<file path="src/rtl/core/psag_pkg.sv">
package psag_pkg;

    localparam int EXT_W          = 11;
    localparam int EXT_FIELD_MAX  = (1 << EXT_W) - 1;
    localparam int VAL_W          = EXT_W + 2;
    localparam int MAG_W          = VAL_W - 1;
    localparam int STEP_W         = $clog2(MAG_W);
    localparam int DIM_CNT        = 3;
    localparam int DIMS_W         = 2;
    localparam int EB_W           = 5;
    localparam int IDX_W          = 30;
    localparam int BYTE_W         = 34;
    localparam int ROW_W          = 2 * EXT_W + 1;
    localparam int CFG_IDX_W      = 3;
    localparam int CFG_DATA_W     = EXT_W;
    localparam int Q_DEPTH        = 2;
    localparam int MAX_EXTENT_DEF = 1024;
    localparam int MAX_DIMS_DEF   = 3;

    localparam int DIM_X = 0;
    localparam int DIM_Y = 1;
    localparam int DIM_Z = 2;

    typedef enum logic [CFG_IDX_W-1:0] {
        REG_DIMS,
        REG_GRID_X,
        REG_GRID_Y,
        REG_GRID_Z,
        REG_SUB_X,
        REG_SUB_Y,
        REG_SUB_Z,
        REG_EBYTES
    } t_cfg_reg;

    typedef enum logic [1:0] {
        KIND_IDLE,
        KIND_ERR,
        KIND_ADDR
    } t_kind;

    typedef enum logic [2:0] {
        ST_IDLE,
        ST_WRAP,
        ST_IDX,
        ST_BYTE,
        ST_OUT
    } t_back_st;

    // effective configuration: extents clamped, unused dimensions forced to 1
    typedef struct packed {
        logic [DIMS_W-1:0]               dims;
        logic [DIM_CNT-1:0][EXT_W-1:0]   grid;
        logic [DIM_CNT-1:0][EXT_W-1:0]   sub;
        logic [EB_W-1:0]                 ebytes;
    } t_cfg;

    // one classified item from front to back
    typedef struct packed {
        t_kind                    kind;
        logic                     dir;
        logic                     last;
        logic signed [VAL_W-1:0]  val_x;
        logic signed [VAL_W-1:0]  val_y;
        logic signed [VAL_W-1:0]  val_z;
    } t_cmd;

endpackage

</file>
<file path="src/rtl/core/psag_front.sv">
module psag_front #(
    parameter int MAX_EXTENT = psag_pkg::MAX_EXTENT_DEF
) (
    input  logic                                 i_clk,
    input  logic                                 i_rst_n,
    input  psag_pkg::t_cfg                       i_cfg,
    input  logic                                 i_in_valid,
    input  logic                                 i_q_full,
    input  logic                                 i_start_req,
    input  logic signed [psag_pkg::EXT_W-1:0]    i_origin_x,
    input  logic signed [psag_pkg::EXT_W-1:0]    i_origin_y,
    input  logic signed [psag_pkg::EXT_W-1:0]    i_origin_z,
    input  logic                                 i_into_grid,
    output logic                                 o_push,
    output psag_pkg::t_cmd                       o_cmd
);
    import psag_pkg::*;

    localparam int EXT_CAP = (MAX_EXTENT < EXT_FIELD_MAX) ? MAX_EXTENT : EXT_FIELD_MAX;
    localparam int CNT_W   = (EXT_CAP > 1) ? $clog2(EXT_CAP) : 1;

    logic [CNT_W-1:0]        r_cnt_x, r_cnt_y, r_cnt_z;
    logic [CNT_W-1:0]        n_cnt_x, n_cnt_y, n_cnt_z;
    logic signed [EXT_W-1:0] r_base_x, r_base_y, r_base_z;
    logic signed [EXT_W-1:0] n_base_x, n_base_y, n_base_z;
    logic                    r_active, n_active;
    logic                    r_dir, n_dir;

    logic signed [VAL_W-1:0] org_x, org_y, org_z;
    logic [CNT_W-1:0]        cur_x, cur_y, cur_z;
    logic                    bad, walk, cx, cy, cz;

    function automatic logic out_of_range(input logic signed [VAL_W-1:0] o,
                                          input logic [EXT_W-1:0] g);
        logic signed [VAL_W-1:0] gs;
        gs = $signed(VAL_W'(g));
        return (o < -gs) || (o >= gs);
    endfunction

    assign o_push = i_in_valid && !i_q_full;

    always_comb begin
        org_x = VAL_W'(i_origin_x);
        org_y = (i_cfg.dims > DIMS_W'(1)) ? VAL_W'(i_origin_y) : '0;
        org_z = (i_cfg.dims > DIMS_W'(2)) ? VAL_W'(i_origin_z) : '0;
        bad = i_start_req && (out_of_range(org_x, i_cfg.grid[DIM_X])
                           || out_of_range(org_y, i_cfg.grid[DIM_Y])
                           || out_of_range(org_z, i_cfg.grid[DIM_Z]));

        n_base_x = r_base_x;
        n_base_y = r_base_y;
        n_base_z = r_base_z;
        n_dir    = r_dir;
        cur_x    = r_cnt_x;
        cur_y    = r_cnt_y;
        cur_z    = r_cnt_z;
        if (i_start_req && !bad) begin
            n_base_x = EXT_W'(org_x);
            n_base_y = EXT_W'(org_y);
            n_base_z = EXT_W'(org_z);
            n_dir    = i_into_grid;
            cur_x    = '0;
            cur_y    = '0;
            cur_z    = '0;
        end
        walk = i_start_req ? !bad : r_active;

        cx = ((EXT_W+1)'(cur_x) + (EXT_W+1)'(1)) >= {1'b0, i_cfg.sub[DIM_X]};
        cy = (i_cfg.dims < DIMS_W'(2))
          || (((EXT_W+1)'(cur_y) + (EXT_W+1)'(1)) >= {1'b0, i_cfg.sub[DIM_Y]});
        cz = (i_cfg.dims < DIMS_W'(3))
          || (((EXT_W+1)'(cur_z) + (EXT_W+1)'(1)) >= {1'b0, i_cfg.sub[DIM_Z]});

        n_cnt_x  = cur_x;
        n_cnt_y  = cur_y;
        n_cnt_z  = cur_z;
        n_active = walk;
        o_cmd      = '0;
        o_cmd.kind = bad ? KIND_ERR : KIND_IDLE;
        if (walk) begin
            o_cmd.kind  = KIND_ADDR;
            o_cmd.dir   = n_dir;
            o_cmd.last  = cx && cy && cz;
            o_cmd.val_x = VAL_W'(n_base_x) + VAL_W'({1'b0, cur_x});
            o_cmd.val_y = (i_cfg.dims > DIMS_W'(1))
                        ? VAL_W'(n_base_y) + VAL_W'({1'b0, cur_y}) : '0;
            o_cmd.val_z = (i_cfg.dims > DIMS_W'(2))
                        ? VAL_W'(n_base_z) + VAL_W'({1'b0, cur_z}) : '0;
            if (cx) begin
                n_cnt_x = '0;
                if (cy) begin
                    n_cnt_y = '0;
                    if (cz) begin
                        n_cnt_z  = '0;
                        n_active = 1'b0;
                    end else begin
                        n_cnt_z = cur_z + CNT_W'(1);
                    end
                end else begin
                    n_cnt_y = cur_y + CNT_W'(1);
                end
            end else begin
                n_cnt_x = cur_x + CNT_W'(1);
            end
        end
    end

    always_ff @(posedge i_clk) begin
        if (!i_rst_n) begin
            r_cnt_x  <= '0;
            r_cnt_y  <= '0;
            r_cnt_z  <= '0;
            r_base_x <= '0;
            r_base_y <= '0;
            r_base_z <= '0;
            r_active <= 1'b0;
            r_dir    <= 1'b0;
        end else if (o_push) begin
            r_cnt_x  <= n_cnt_x;
            r_cnt_y  <= n_cnt_y;
            r_cnt_z  <= n_cnt_z;
            r_base_x <= n_base_x;
            r_base_y <= n_base_y;
            r_base_z <= n_base_z;
            r_active <= n_active;
            r_dir    <= n_dir;
        end
    end

endmodule

</file>
<file path="src/rtl/core/psag_fifo.sv">
module psag_fifo (
    input  logic            i_clk,
    input  logic            i_rst_n,
    input  logic            i_push,
    input  psag_pkg::t_cmd  i_cmd,
    output logic            o_full,
    input  logic            i_pop,
    output logic            o_empty,
    output psag_pkg::t_cmd  o_cmd
);
    import psag_pkg::*;

    localparam int PTR_W = (Q_DEPTH > 1) ? $clog2(Q_DEPTH) : 1;
    localparam int CNT_W = $clog2(Q_DEPTH + 1);

    t_cmd             r_mem [Q_DEPTH];
    logic [PTR_W-1:0] r_wp, r_rp;
    logic [CNT_W-1:0] r_cnt;

    function automatic logic [PTR_W-1:0] bump(input logic [PTR_W-1:0] p);
        return (p == PTR_W'(Q_DEPTH - 1)) ? '0 : p + PTR_W'(1);
    endfunction

    assign o_full  = (r_cnt == CNT_W'(Q_DEPTH));
    assign o_empty = (r_cnt == '0);
    assign o_cmd   = r_mem[r_rp];

    always_ff @(posedge i_clk) begin
        if (i_push) begin
            r_mem[r_wp] <= i_cmd;
        end
    end

    always_ff @(posedge i_clk) begin
        if (!i_rst_n) begin
            r_wp  <= '0;
            r_rp  <= '0;
            r_cnt <= '0;
        end else begin
            if (i_push) begin
                r_wp <= bump(r_wp);
            end
            if (i_pop) begin
                r_rp <= bump(r_rp);
            end
            if (i_push && !i_pop) begin
                r_cnt <= r_cnt + CNT_W'(1);
            end else if (i_pop && !i_push) begin
                r_cnt <= r_cnt - CNT_W'(1);
            end
        end
    end

endmodule

</file>
<file path="src/rtl/core/psag_mod.sv">
module psag_mod (
    input  logic                               i_clk,
    input  logic                               i_rst_n,
    input  logic                               i_start,
    input  logic signed [psag_pkg::VAL_W-1:0]  i_value,
    input  logic [psag_pkg::EXT_W-1:0]         i_len,
    output logic                               o_done,
    output logic [psag_pkg::EXT_W-1:0]         o_coord
);
    import psag_pkg::*;

    logic              r_busy, r_done, r_neg;
    logic [STEP_W-1:0] r_cnt;
    logic [MAG_W-1:0]  r_mag;
    logic [EXT_W-1:0]  r_rem;

    logic [EXT_W:0]    trial;
    logic [EXT_W-1:0]  n_rem;

    // restoring remainder, one dividend bit per cycle
    always_comb begin
        trial = {r_rem, r_mag[MAG_W-1]};
        if (trial >= {1'b0, i_len}) begin
            n_rem = EXT_W'(trial - {1'b0, i_len});
        end else begin
            n_rem = EXT_W'(trial);
        end
    end

    assign o_done  = r_done;
    assign o_coord = (r_neg && (r_rem != '0)) ? i_len - r_rem : r_rem;

    always_ff @(posedge i_clk) begin
        if (!i_rst_n) begin
            r_busy <= 1'b0;
            r_done <= 1'b0;
            r_cnt  <= '0;
        end else if (i_start) begin
            r_busy <= 1'b1;
            r_done <= 1'b0;
            r_cnt  <= STEP_W'(MAG_W - 1);
        end else if (r_busy) begin
            if (r_cnt == '0) begin
                r_busy <= 1'b0;
                r_done <= 1'b1;
            end else begin
                r_cnt <= r_cnt - STEP_W'(1);
            end
        end
    end

    always_ff @(posedge i_clk) begin
        if (i_start) begin
            r_neg <= i_value < 0;
            r_mag <= MAG_W'((i_value < 0) ? -i_value : i_value);
            r_rem <= '0;
        end else if (r_busy) begin
            r_mag <= r_mag << 1;
            r_rem <= n_rem;
        end
    end

endmodule

</file>
<file path="src/rtl/core/psag_back.sv">
module psag_back (
    input  logic                          i_clk,
    input  logic                          i_rst_n,
    input  psag_pkg::t_cfg                i_cfg,
    input  logic                          i_empty,
    input  psag_pkg::t_cmd                i_cmd,
    output logic                          o_pop,
    input  logic                          i_out_stall,
    output logic                          o_out_valid,
    output logic                          o_valid_res,
    output logic [psag_pkg::IDX_W-1:0]    o_element_index,
    output logic [psag_pkg::BYTE_W-1:0]   o_byte_offset,
    output logic                          o_write_to_grid,
    output logic                          o_last,
    output logic                          o_offset_error
);
    import psag_pkg::*;

    localparam int SUM_W  = ROW_W + EXT_W;
    localparam int PROD_W = IDX_W + EB_W;

    t_back_st r_st, n_st;
    t_cmd     r_cmd;

    logic                   mod_start, out_free, out_load, all_done;
    logic                   done_x, done_y, done_z;
    logic [EXT_W-1:0]       crd_x, crd_y, crd_z;
    logic [ROW_W-1:0]       row_sum;
    logic [SUM_W-1:0]       idx_sum;
    logic [PROD_W-1:0]      byte_prod;
    logic [ROW_W-1:0]       r_row;
    logic [IDX_W-1:0]       r_idx;
    logic [BYTE_W-1:0]      r_byte;
    logic                   r_out_valid;

    psag_mod u_mod_x (
        .i_clk   (i_clk),
        .i_rst_n (i_rst_n),
        .i_start (mod_start),
        .i_value (i_cmd.val_x),
        .i_len   (i_cfg.grid[DIM_X]),
        .o_done  (done_x),
        .o_coord (crd_x)
    );

    psag_mod u_mod_y (
        .i_clk   (i_clk),
        .i_rst_n (i_rst_n),
        .i_start (mod_start),
        .i_value (i_cmd.val_y),
        .i_len   (i_cfg.grid[DIM_Y]),
        .o_done  (done_y),
        .o_coord (crd_y)
    );

    psag_mod u_mod_z (
        .i_clk   (i_clk),
        .i_rst_n (i_rst_n),
        .i_start (mod_start),
        .i_value (i_cmd.val_z),
        .i_len   (i_cfg.grid[DIM_Z]),
        .o_done  (done_z),
        .o_coord (crd_z)
    );

    assign all_done  = done_x && done_y && done_z;
    assign out_free  = !r_out_valid || !i_out_stall;
    assign row_sum   = ROW_W'(i_cfg.grid[DIM_Y]) * ROW_W'(crd_z) + ROW_W'(crd_y);
    assign idx_sum   = SUM_W'(i_cfg.grid[DIM_X]) * SUM_W'(r_row) + SUM_W'(crd_x);
    assign byte_prod = PROD_W'(r_idx) * PROD_W'(i_cfg.ebytes);

    always_comb begin
        n_st = r_st;
        case (r_st)
            ST_IDLE: begin
                if (!i_empty) begin
                    n_st = (i_cmd.kind == KIND_ADDR) ? ST_WRAP : ST_OUT;
                end
            end
            ST_WRAP: begin
                if (all_done) begin
                    n_st = ST_IDX;
                end
            end
            ST_IDX:  n_st = ST_BYTE;
            ST_BYTE: n_st = ST_OUT;
            ST_OUT: begin
                if (out_free) begin
                    n_st = ST_IDLE;
                end
            end
            default: n_st = ST_IDLE;
        endcase
    end

    always_comb begin
        o_pop     = (r_st == ST_IDLE) && !i_empty;
        mod_start = o_pop && (i_cmd.kind == KIND_ADDR);
        out_load  = (r_st == ST_OUT) && out_free;
    end

    always_ff @(posedge i_clk) begin
        if (!i_rst_n) begin
            r_st        <= ST_IDLE;
            r_out_valid <= 1'b0;
        end else begin
            r_st <= n_st;
            if (out_load) begin
                r_out_valid <= 1'b1;
            end else if (!i_out_stall) begin
                r_out_valid <= 1'b0;
            end
        end
    end

    always_ff @(posedge i_clk) begin
        if (o_pop) begin
            r_cmd <= i_cmd;
        end
        if ((r_st == ST_WRAP) && all_done) begin
            r_row <= row_sum;
        end
        if (r_st == ST_IDX) begin
            r_idx <= idx_sum[IDX_W-1:0];
        end
        if (r_st == ST_BYTE) begin
            r_byte <= byte_prod[BYTE_W-1:0];
        end
        if (out_load) begin
            case (r_cmd.kind)
                KIND_ADDR: begin
                    o_valid_res     <= 1'b1;
                    o_element_index <= r_idx;
                    o_byte_offset   <= r_byte;
                    o_write_to_grid <= r_cmd.dir;
                    o_last          <= r_cmd.last;
                    o_offset_error  <= 1'b0;
                end
                KIND_ERR: begin
                    o_valid_res     <= 1'b0;
                    o_element_index <= '0;
                    o_byte_offset   <= '0;
                    o_write_to_grid <= 1'b0;
                    o_last          <= 1'b0;
                    o_offset_error  <= 1'b1;
                end
                default: begin
                    o_valid_res     <= 1'b0;
                    o_element_index <= '0;
                    o_byte_offset   <= '0;
                    o_write_to_grid <= 1'b0;
                    o_last          <= 1'b0;
                    o_offset_error  <= 1'b0;
                end
            endcase
        end
    end

    assign o_out_valid = r_out_valid;

endmodule

</file>
<file path="src/rtl/core/periodic_subgrid_address_generator.sv">
// An address item goes from acceptance through a remainder per coordinate, then
// the row, index and byte multiply stages; a rejected start or an idle request
// goes from the queue straight to the output stage.
// The back end holds one item at a time and pops the next after loading a result;
// the two-entry queue absorbs items while the back end works.
// Reset: synchronous active low; clears the walk, queue, sequencer and registers.
module periodic_subgrid_address_generator #(
    parameter int MAX_EXTENT = psag_pkg::MAX_EXTENT_DEF,
    parameter int MAX_DIMS   = psag_pkg::MAX_DIMS_DEF
) (
    input  logic                                 i_clk,
    input  logic                                 i_rst_n,
    input  logic                                 i_cfg_valid,
    output logic                                 o_cfg_ready,
    input  logic [psag_pkg::CFG_IDX_W-1:0]       i_cfg_index,
    input  logic [psag_pkg::CFG_DATA_W-1:0]      i_cfg_data,
    input  logic                                 i_in_valid,
    output logic                                 o_in_stall,
    input  logic                                 i_start_req,
    input  logic signed [psag_pkg::EXT_W-1:0]    i_origin_x,
    input  logic signed [psag_pkg::EXT_W-1:0]    i_origin_y,
    input  logic signed [psag_pkg::EXT_W-1:0]    i_origin_z,
    input  logic                                 i_into_grid,
    output logic                                 o_out_valid,
    input  logic                                 i_out_stall,
    output logic                                 o_valid_res,
    output logic [psag_pkg::IDX_W-1:0]           o_element_index,
    output logic [psag_pkg::BYTE_W-1:0]          o_byte_offset,
    output logic                                 o_write_to_grid,
    output logic                                 o_last,
    output logic                                 o_offset_error
);
    import psag_pkg::*;

    localparam int EXT_CAP = (MAX_EXTENT < EXT_FIELD_MAX) ? MAX_EXTENT : EXT_FIELD_MAX;

    logic [DIMS_W-1:0] r_dims;
    logic [EXT_W-1:0]  r_grid [DIM_CNT];
    logic [EXT_W-1:0]  r_sub  [DIM_CNT];
    logic [EB_W-1:0]   r_eb;

    logic [DIMS_W-1:0] dims_eff;
    t_cfg              cfg;
    logic              push, pop, q_full, q_empty;
    t_cmd              f_cmd, q_cmd;

    function automatic logic [EXT_W-1:0] clamp_ext(input logic [EXT_W-1:0] v);
        if (v == '0) begin
            return EXT_W'(1);
        end else if (v > EXT_W'(EXT_CAP)) begin
            return EXT_W'(EXT_CAP);
        end
        return v;
    endfunction

    assign o_cfg_ready = 1'b1;

    always_ff @(posedge i_clk) begin
        if (!i_rst_n) begin
            r_dims <= DIMS_W'(3);
            for (int k = 0; k < DIM_CNT; k++) begin
                r_grid[k] <= EXT_W'(1);
                r_sub[k]  <= EXT_W'(1);
            end
            r_eb <= EB_W'(4);
        end else if (i_cfg_valid && o_cfg_ready) begin
            case (t_cfg_reg'(i_cfg_index))
                REG_DIMS:   r_dims        <= i_cfg_data[DIMS_W-1:0];
                REG_GRID_X: r_grid[DIM_X] <= i_cfg_data[EXT_W-1:0];
                REG_GRID_Y: r_grid[DIM_Y] <= i_cfg_data[EXT_W-1:0];
                REG_GRID_Z: r_grid[DIM_Z] <= i_cfg_data[EXT_W-1:0];
                REG_SUB_X:  r_sub[DIM_X]  <= i_cfg_data[EXT_W-1:0];
                REG_SUB_Y:  r_sub[DIM_Y]  <= i_cfg_data[EXT_W-1:0];
                REG_SUB_Z:  r_sub[DIM_Z]  <= i_cfg_data[EXT_W-1:0];
                REG_EBYTES: r_eb          <= i_cfg_data[EB_W-1:0];
                default: ;
            endcase
        end
    end

    always_comb begin
        dims_eff = r_dims;
        if (r_dims == '0) begin
            dims_eff = DIMS_W'(1);
        end else if (r_dims > DIMS_W'(MAX_DIMS)) begin
            dims_eff = DIMS_W'(MAX_DIMS);
        end
    end

    always_comb begin
        cfg.dims   = dims_eff;
        cfg.ebytes = r_eb;
        for (int k = 0; k < DIM_CNT; k++) begin
            cfg.grid[k] = (dims_eff > DIMS_W'(k)) ? clamp_ext(r_grid[k]) : EXT_W'(1);
            cfg.sub[k]  = (dims_eff > DIMS_W'(k)) ? clamp_ext(r_sub[k])  : EXT_W'(1);
        end
    end

    assign o_in_stall = q_full;

    psag_front #(
        .MAX_EXTENT (MAX_EXTENT)
    ) u_front (
        .i_clk       (i_clk),
        .i_rst_n     (i_rst_n),
        .i_cfg       (cfg),
        .i_in_valid  (i_in_valid),
        .i_q_full    (q_full),
        .i_start_req (i_start_req),
        .i_origin_x  (i_origin_x),
        .i_origin_y  (i_origin_y),
        .i_origin_z  (i_origin_z),
        .i_into_grid (i_into_grid),
        .o_push      (push),
        .o_cmd       (f_cmd)
    );

    psag_fifo u_fifo (
        .i_clk   (i_clk),
        .i_rst_n (i_rst_n),
        .i_push  (push),
        .i_cmd   (f_cmd),
        .o_full  (q_full),
        .i_pop   (pop),
        .o_empty (q_empty),
        .o_cmd   (q_cmd)
    );

    psag_back u_back (
        .i_clk           (i_clk),
        .i_rst_n         (i_rst_n),
        .i_cfg           (cfg),
        .i_empty         (q_empty),
        .i_cmd           (q_cmd),
        .o_pop           (pop),
        .i_out_stall     (i_out_stall),
        .o_out_valid     (o_out_valid),
        .o_valid_res     (o_valid_res),
        .o_element_index (o_element_index),
        .o_byte_offset   (o_byte_offset),
        .o_write_to_grid (o_write_to_grid),
        .o_last          (o_last),
        .o_offset_error  (o_offset_error)
    );

endmodule

</file>
<file path="config.mk">
export PLATFORM = sky130hd
export DESIGN_NAME = periodic_subgrid_address_generator
export DESIGN_NICKNAME = d
export VERILOG_FILES = /design/src/rtl/core/psag_pkg.sv /design/src/rtl/core/psag_front.sv /design/src/rtl/core/psag_fifo.sv /design/src/rtl/core/psag_mod.sv /design/src/rtl/core/psag_back.sv /design/src/rtl/core/periodic_subgrid_address_generator.sv
export SDC_FILE = /design/constraint.sdc
export NUM_CORES = 2
export LEC_CHECK = 0
export BUFFER_PORTS_ARGS = -buffer_cell sky130_fd_sc_hd__buf_2
export CAP_MARGIN = 20
export CORE_AREA = 2 2 332 334
export CTS_BUF_LIST = sky130_fd_sc_hd__clkbuf_2
export DETAILED_ROUTE_END_ITERATION = 8
export DIE_AREA = 0 0 334 336
export PLACE_DENSITY = 0.53
export SLEW_MARGIN = 20
export SYNTH_ARGS = -nofsm -noshare
export SYNTH_HDL_FRONTEND = slang
export SYNTH_SLANG_ARGS = --single-unit
</file>
<file path="constraint.sdc">
create_clock -name i_clk -period 27.6 [get_ports i_clk]
set_input_delay 1.38 -clock i_clk [delete_from_list [all_inputs] [get_ports i_clk]]
set_output_delay 1.38 -clock i_clk [all_outputs]
set_load 0.02 [all_outputs]
</file>
After elaboration in Yosys (flattened, before gate mapping)
Memories as Yosys holds them, arrays and structs flattened. A register that Yosys moved wholly into a read port is not among the register bits.
Index checks and enable logic that the tools add are counted.
{"block": "op_classes", "muxes": 146, "multipliers": 3, "add_sub_neg": 30, "n_eq_ne": 22, "n_reduce_logical": 64, "n_bitwise": 10, "n_lt_le_gt_ge": 27}
{"operator": "$mux W11", "n": 39}
{"operator": "$mux W10", "n": 12}
{"operator": "$mux W12", "n": 9}
{"operator": "$ge A12 B11 Y1", "n": 6}
{"operator": "$gt A11 B11 Y1 const B", "n": 6}
{"operator": "$logic_not A11 Y1", "n": 6}
{"operator": "$sub A11 B11 Y11", "n": 6}
{"operator": "$mux W1", "n": 63}
{"operator": "$mux W13", "n": 4}
{"operator": "$mux W43", "n": 1}
{"operator": "$lt A13 B1 Y1 const B", "n": 3}
{"operator": "$neg A11 Y13", "n": 3}
{"operator": "$add A11 B11 Y12", "n": 3}
{"operator": "$mux W4", "n": 9}
{"operator": "$neg A12 Y12", "n": 3}
{"operator": "$mul A30 B5 Y34", "n": 1}
{"operator": "$add A10 B1 Y11 const B", "n": 3}
{"operator": "$reduce_bool A11 Y1", "n": 3}
{"operator": "$add A10 B1 Y10 const B", "n": 3}
{"operator": "$add A30 B11 Y30", "n": 1}
{"operator": "$mul A11 B23 Y30", "n": 1}
{"operator": "$ge A13 B12 Y1", "n": 2}
{"operator": "$lt A13 B13 Y1", "n": 2}
{"operator": "$add A22 B11 Y23", "n": 1}
{"operator": "other kinds (32)", "n": 112}
{"block": "totals", "wordCells": 353, "ff_bits": 329, "output_inout_bits": 71, "inputBits": 54, "memories": 3, "mem_bits_rw": 152}
{"memory": "u_fifo.r_mem", "words": 2, "word_bits": 43, "rd": 1, "rd_ports_with_merged_regs": 1, "write_ports": 1, "line_no": "psag_fifo.sv:16", "rtl": "t_cmd r_mem [Q_DEPTH];"}
{"memory": "r_grid", "words": 3, "word_bits": 11, "rd": 3, "rd_ports_with_merged_regs": 0, "write_ports": 3, "line_no": "periodic_subgrid_address_generator.sv:38", "rtl": "logic [EXT_W-1:0] r_grid [DIM_CNT];"}
{"memory": "r_sub", "words": 3, "word_bits": 11, "rd": 3, "rd_ports_with_merged_regs": 0, "write_ports": 3, "line_no": "periodic_subgrid_address_generator.sv:39", "rtl": "logic [EXT_W-1:0] r_sub [DIM_CNT];"}

Depth between registers and ports, before layout
An unclocked memory read counts as a cell.
{"block": "depth", "ltp_word": 22, "depth_mapped": 40, "depth_no_buf": 37}

By module
A second synthesis with hierarchy kept.
{"block": "unflattened", "hier_cells": 4700, "hier_area_um2": 44452.6}
{"module": "psag_back", "cells_per_inst": 2232, "area_each_um2": 21856.0, "seq_area_each_um2": 4854.7, "instances": 1}
{"module": "psag_front", "cells_per_inst": 1135, "area_each_um2": 8359.3, "seq_area_each_um2": 1301.2, "instances": 1}
{"module": "psag_mod", "cells_per_inst": 314, "area_each_um2": 2600.0, "seq_area_each_um2": 730.7, "instances": 3}
{"module": "psag_fifo", "cells_per_inst": 156, "area_each_um2": 3320.7, "seq_area_each_um2": 2682.6, "instances": 1}
{"module": "periodic_subgrid_address_generator", "cells_per_inst": 235, "area_each_um2": 3116.7, "seq_area_each_um2": 2122.0, "instances": 1}

Worst setup path before layout
No wires, ideal clock.
{"block": "synth_path", "kind": "register -> register", "from": "memory r_grid[2][6], in the netlist r_grid[0][28]", "to": "register u_back.r_row[21] (data pin)", "path_stages_with_launch": 38, "required_time_ns": 27.338, "arrival_time_ns": 8.609, "synth_period_minus_slack_ns": 8.871, "setup_ns": 0.262, "path_slack_ns": 18.729, "path_cell_list": "edfxtp_1 nor4_1 nand3_1 nand2_1 nor3b_1 clkbuf_1 nand2_1 inv_1 ha_1 nor2b_1 o21ai_0 a21boi_0 o21ai_0 a21boi_0 o21ai_0 a21oi_1 or3_1 nand3_1 (+2 left out) fa_1 inv_1 fa_1 fa_1 inv_1 fa_1 inv_1 fa_1 inv_1 ha_1 and2_1 o21a_1 a31oi_1 a21oi_1 and4_1 a2111oi_0 a21oi_1 xor2_1"}
{"item": "from (decl)", "line_no": "periodic_subgrid_address_generator.sv:38"}
{"item": "to (signal assigned)", "line_no": "psag_back.sv:121", "rtl": "r_row <= row_sum;"}
{"item": "to (decl)", "line_no": "psag_back.sv:31", "rtl": "logic [ROW_W-1:0] r_row;"}

==> flow_metrics.env <==
export IMPL_cp_start_kind="flop"
export IMPL_post_cts_setup_buffer_count=0
export IMPL_syn_mean_instance_area_sq_um=9.443
export IMPL_place_gp_congestion=0.8681
export IMPL_period_needed_ns=9.947
export IMPL_setup_violations=0
export IMPL_die_x_um=334
export IMPL_netlist_area_sq_um=43150
export IMPL_syn_to_final_growth_pct=8.100
export IMPL_syn_inst=4569
export IMPL_worstPathArrival_ns=11.02
export IMPL_power_density_nw_per_um2=90.58
export IMPL_leakagePower_nw=20.93
export IMPL_grt_pass1_wl_um=179300
export IMPL_ys_ff_latch=476
export IMPL_synth_xor_area_share_pct=4.243
export IMPL_rr_endpoint="u_back.r_row[21]"
export IMPL_clockBufferDepth=3
export IMPL_r2r_slack_ns=17.65
export IMPL_insertion_delay_ns=1.41
export IMPL_grt_overflow_total=0
export IMPL_crit_family="adder cells"
export IMPL_ir_drop_uv=95.51
export IMPL_cts_hold_fix_buffers=0
export IMPL_required_ns=28.67
export IMPL_drtIter0Drc=2019
export IMPL_ys_top_cells_by_count="546 x inv_1, 521 x nand2_1, 384 x ha_1"
export IMPL_h_tree_depth=4
export IMPL_cts_buffers=139
export IMPL_status="finished clean"
export IMPL_drive_above_1_share_pct=10.10
export IMPL_antenna_found_initial=8
export IMPL_reg2reg_from="r_grid[0][28]"
export IMPL_path_class="reg2reg"
export IMPL_critPathSlowestCell="a2111oi_0"
export IMPL_yosysSeqAreaShare_pct=30.07
export IMPL_num_rows=121
export IMPL_num_vias=31980
export IMPL_vias_per_cell=5.127
export IMPL_start_util_pct=39.80
export IMPL_wl_um=113500
export IMPL_cts_sinks=476
export IMPL_drv_cap=0
export IMPL_critPathBufInv=5
export IMPL_clock_fmax_mhz=100.5
export IMPL_whs_ns=0.2591
export IMPL_hold_start="i_rst_n"
export IMPL_ctsResizeCount=0
export IMPL_crit_path_max_fanout=22
export IMPL_hpwl_um=86420
export IMPL_rsz0062_at_grt="false"
export IMPL_grt_pass1_vias=32170
export IMPL_synth_flop_cell="edfxtp_1"
export IMPL_final_util_pct=43.03
export IMPL_power_total_mw=4.225
export IMPL_ys_async_sr_fraction_pct=0
export IMPL_synth_compound_area_share_pct=10.08
export IMPL_die_h_um=336
export IMPL_synth_edf_count=344
export IMPL_worst_hold_path_type="in2reg"
export IMPL_yosysTopAreaCell="edfxtp_1"
export IMPL_post_dp_cell_area_sq_um=45280
export IMPL_hold_depth=2
export IMPL_synth_most_common_cell="inv_1"
export IMPL_hold_violations=0
export IMPL_synth_simple_area_share_pct=17.63
export IMPL_grtUsageTotal_pct=20.48
export IMPL_die_area_sq_um=112200
export IMPL_ant_nets=0
export IMPL_clk_pin_slew_ns=0.09
export IMPL_critPathCaptureType="flop"
export IMPL_finalMaxSlewViolations=0
export IMPL_cts_root_buf="clkbuf_2"
export IMPL_dr_pass1_iters=5
export IMPL_final_cell_area_sq_um=46640
export IMPL_nets=5523
export IMPL_slew_headroom_pct=23.94
export IMPL_synth_top_family_by_area="adder cells"
export IMPL_whs_endpoint="r_dims[0]"
export IMPL_nFillCells=10820
export IMPL_synthMuxAreaShare_pct=2.706
export IMPL_drc=0
export IMPL_fin_skew_ns=0.1015
export IMPL_core_area_sq_um=108400
export IMPL_port_buffer_count=123
export IMPL_setup_tns_ns=0
export IMPL_grt_start_max_net_pins=69
export IMPL_critPathMaxStageDelay_ns=0.63
export IMPL_cts_tree="done"
export IMPL_wl_per_cell_um=18.20
export IMPL_period_share_pct=36.04
export IMPL_tightestPinTransition_ns=1.141
export IMPL_reg2regPathDepth=35
export IMPL_synth_distinct_cells=88
export IMPL_synth_top_area_share_pct=23.94
export IMPL_synth_fa_ha_area_share_pct=28.72
export IMPL_yosysWarnings=0
export IMPL_num_io_pins=125
export IMPL_synth_area_top_cells="edfxtp_1 24%, fa_1 18%, ha_1 11%"
[flip-flops by register name (all words and copies together), names as in the netlist, 5 cells and up, named ones only]
| name | flops |
|---|---|
| u_back.r_row | 23 |
| u_back.o_byte_offset | 34 |
| u_back.u_mod_z.r_rem | 11 |
| u_fifo.r_mem | 80 |
| u_front.r_base_x | 11 |
| u_back.r_idx | 30 |
| u_front.r_cnt_y | 10 |
| u_front.r_base_y | 11 |
| u_back.u_mod_x.r_mag | 12 |
| u_front.r_base_z | 11 |
| u_front.r_cnt_x | 10 |
| r_sub | 33 |
| u_back.u_mod_x.r_rem | 11 |
| u_back.o_element_index | 30 |
| u_back.u_mod_y.r_mag | 12 |
| u_back.u_mod_z.r_mag | 12 |
| r_grid | 33 |
| u_back.r_byte | 34 |
| r_eb | 5 |
| u_front.r_cnt_z | 10 |
| u_back.u_mod_y.r_rem | 11 |
[final cells by class]
| class | instances | area (sq um) | share of cell area [%] |
|---|---|---|---|
| antenna | 10 | 25.02 | 0.05365 |
| clock buffer | 196 | 980.9 | 2.103 |
| clock inverter | 51 | 335.3 | 0.7190 |
| inverter | 564 | 2117 | 4.539 |
| multi-input combinational | 3355 | 27460 | 58.88 |
| sequential | 476 | 12970 | 27.82 |
| tap | 1414 | 1769 | 3.793 |
| timing repair buffer | 171 | 975.9 | 2.093 |
[layer usage]
layer	share of wire (%)	wire (um)	track usage, %
met4	2.5	2872	6.373
met1	46	52100	27.42
met5	0.0088	10	0
met2	46	51810	33.19
met3	5.9	6730	4.348
[cell families (layout without fill, tap and decap cells)]
logic type / after synthesis / count (layout)
xor gates and xnor gates: 209 / 209
AOI/OAI and AO/OA: 685 / 685
muxes: 111 / 111
other: 2 / 14
buffers and inverters: 740 / 982
adders and majority gates: 764 / 764
and+or+nand+nor: 1582 / 1582
DFF: 476 / 476
[worst max path at each step]
stage	startpoint	endpoint	slack, ns	depth (start not counted)
global placement	r_grid[0][27]	u_back.r_row[21]	17.45	35
finish	r_grid[0][28]	u_back.r_row[21]	17.65	35
CTS	r_grid[0][28]	u_back.r_row[21]	17.21	35
global route	r_grid[0][28]	u_back.r_row[21]	16.95	35
detailed placement	r_grid[0][28]	u_back.r_row[21]	17.27	35
floorplan	r_grid[0][28]	u_back.r_row[21]	18.73	37
[where the power goes]
part / total, mW / internal (mW) / switching (mW)
Sequential: 1.06 / 0.989 / 0.0714
Clock: 0.554 / 0.219 / 0.334
Combinational: 2.61 / 1.07 / 1.54
[placed cells by master, fill, tap and decap left out, types with 14 or more instances in the layout]
| cell type | instances |
|---|---|
| a211oi_1 | 17 |
| nand2b_1 | 36 |
| clkinv_1 | 37 |
| nand4_1 | 24 |
| nand2_1 | 520 |
| o21a_1 | 31 |
| xnor2_1 | 151 |
| and2_1 | 319 |
| ha_1 | 384 |
| mux2i_1 | 66 |
| or3_1 | 22 |
| a21boi_0 | 21 |
| o211ai_1 | 14 |
| inv_1 | 545 |
| a31oi_1 | 19 |
| clkbuf_2 | 196 |
| nor3_1 | 98 |
| a21o_1 | 61 |
| mux2_2 | 36 |
| nor4_1 | 21 |
| buf_2 | 123 |
| o22ai_1 | 27 |
| fa_1 | 378 |
| edfxtp_1 | 344 |
| buf_4 | 48 |
| o21bai_1 | 22 |
| xor2_1 | 58 |
| a21oi_1 | 197 |
| o21ai_0 | 163 |
| nor2_1 | 332 |
| dfxtp_1 | 131 |
| and3_1 | 45 |
| nor2b_1 | 36 |
| nand3_1 | 77 |
[per-stage QoR]
step | setup slack, ns | instances
2_1_floorplan | 18.73 | 4571
5_1_grt | 16.95 | 6231
4_1_cts | 17.21 | 6227
6_report | 17.65 | 6237
3_3_place_gp | 17.45 | 5980
3_5_place_dp | 17.27 | 5980
(Power assumes the default switching activity.)
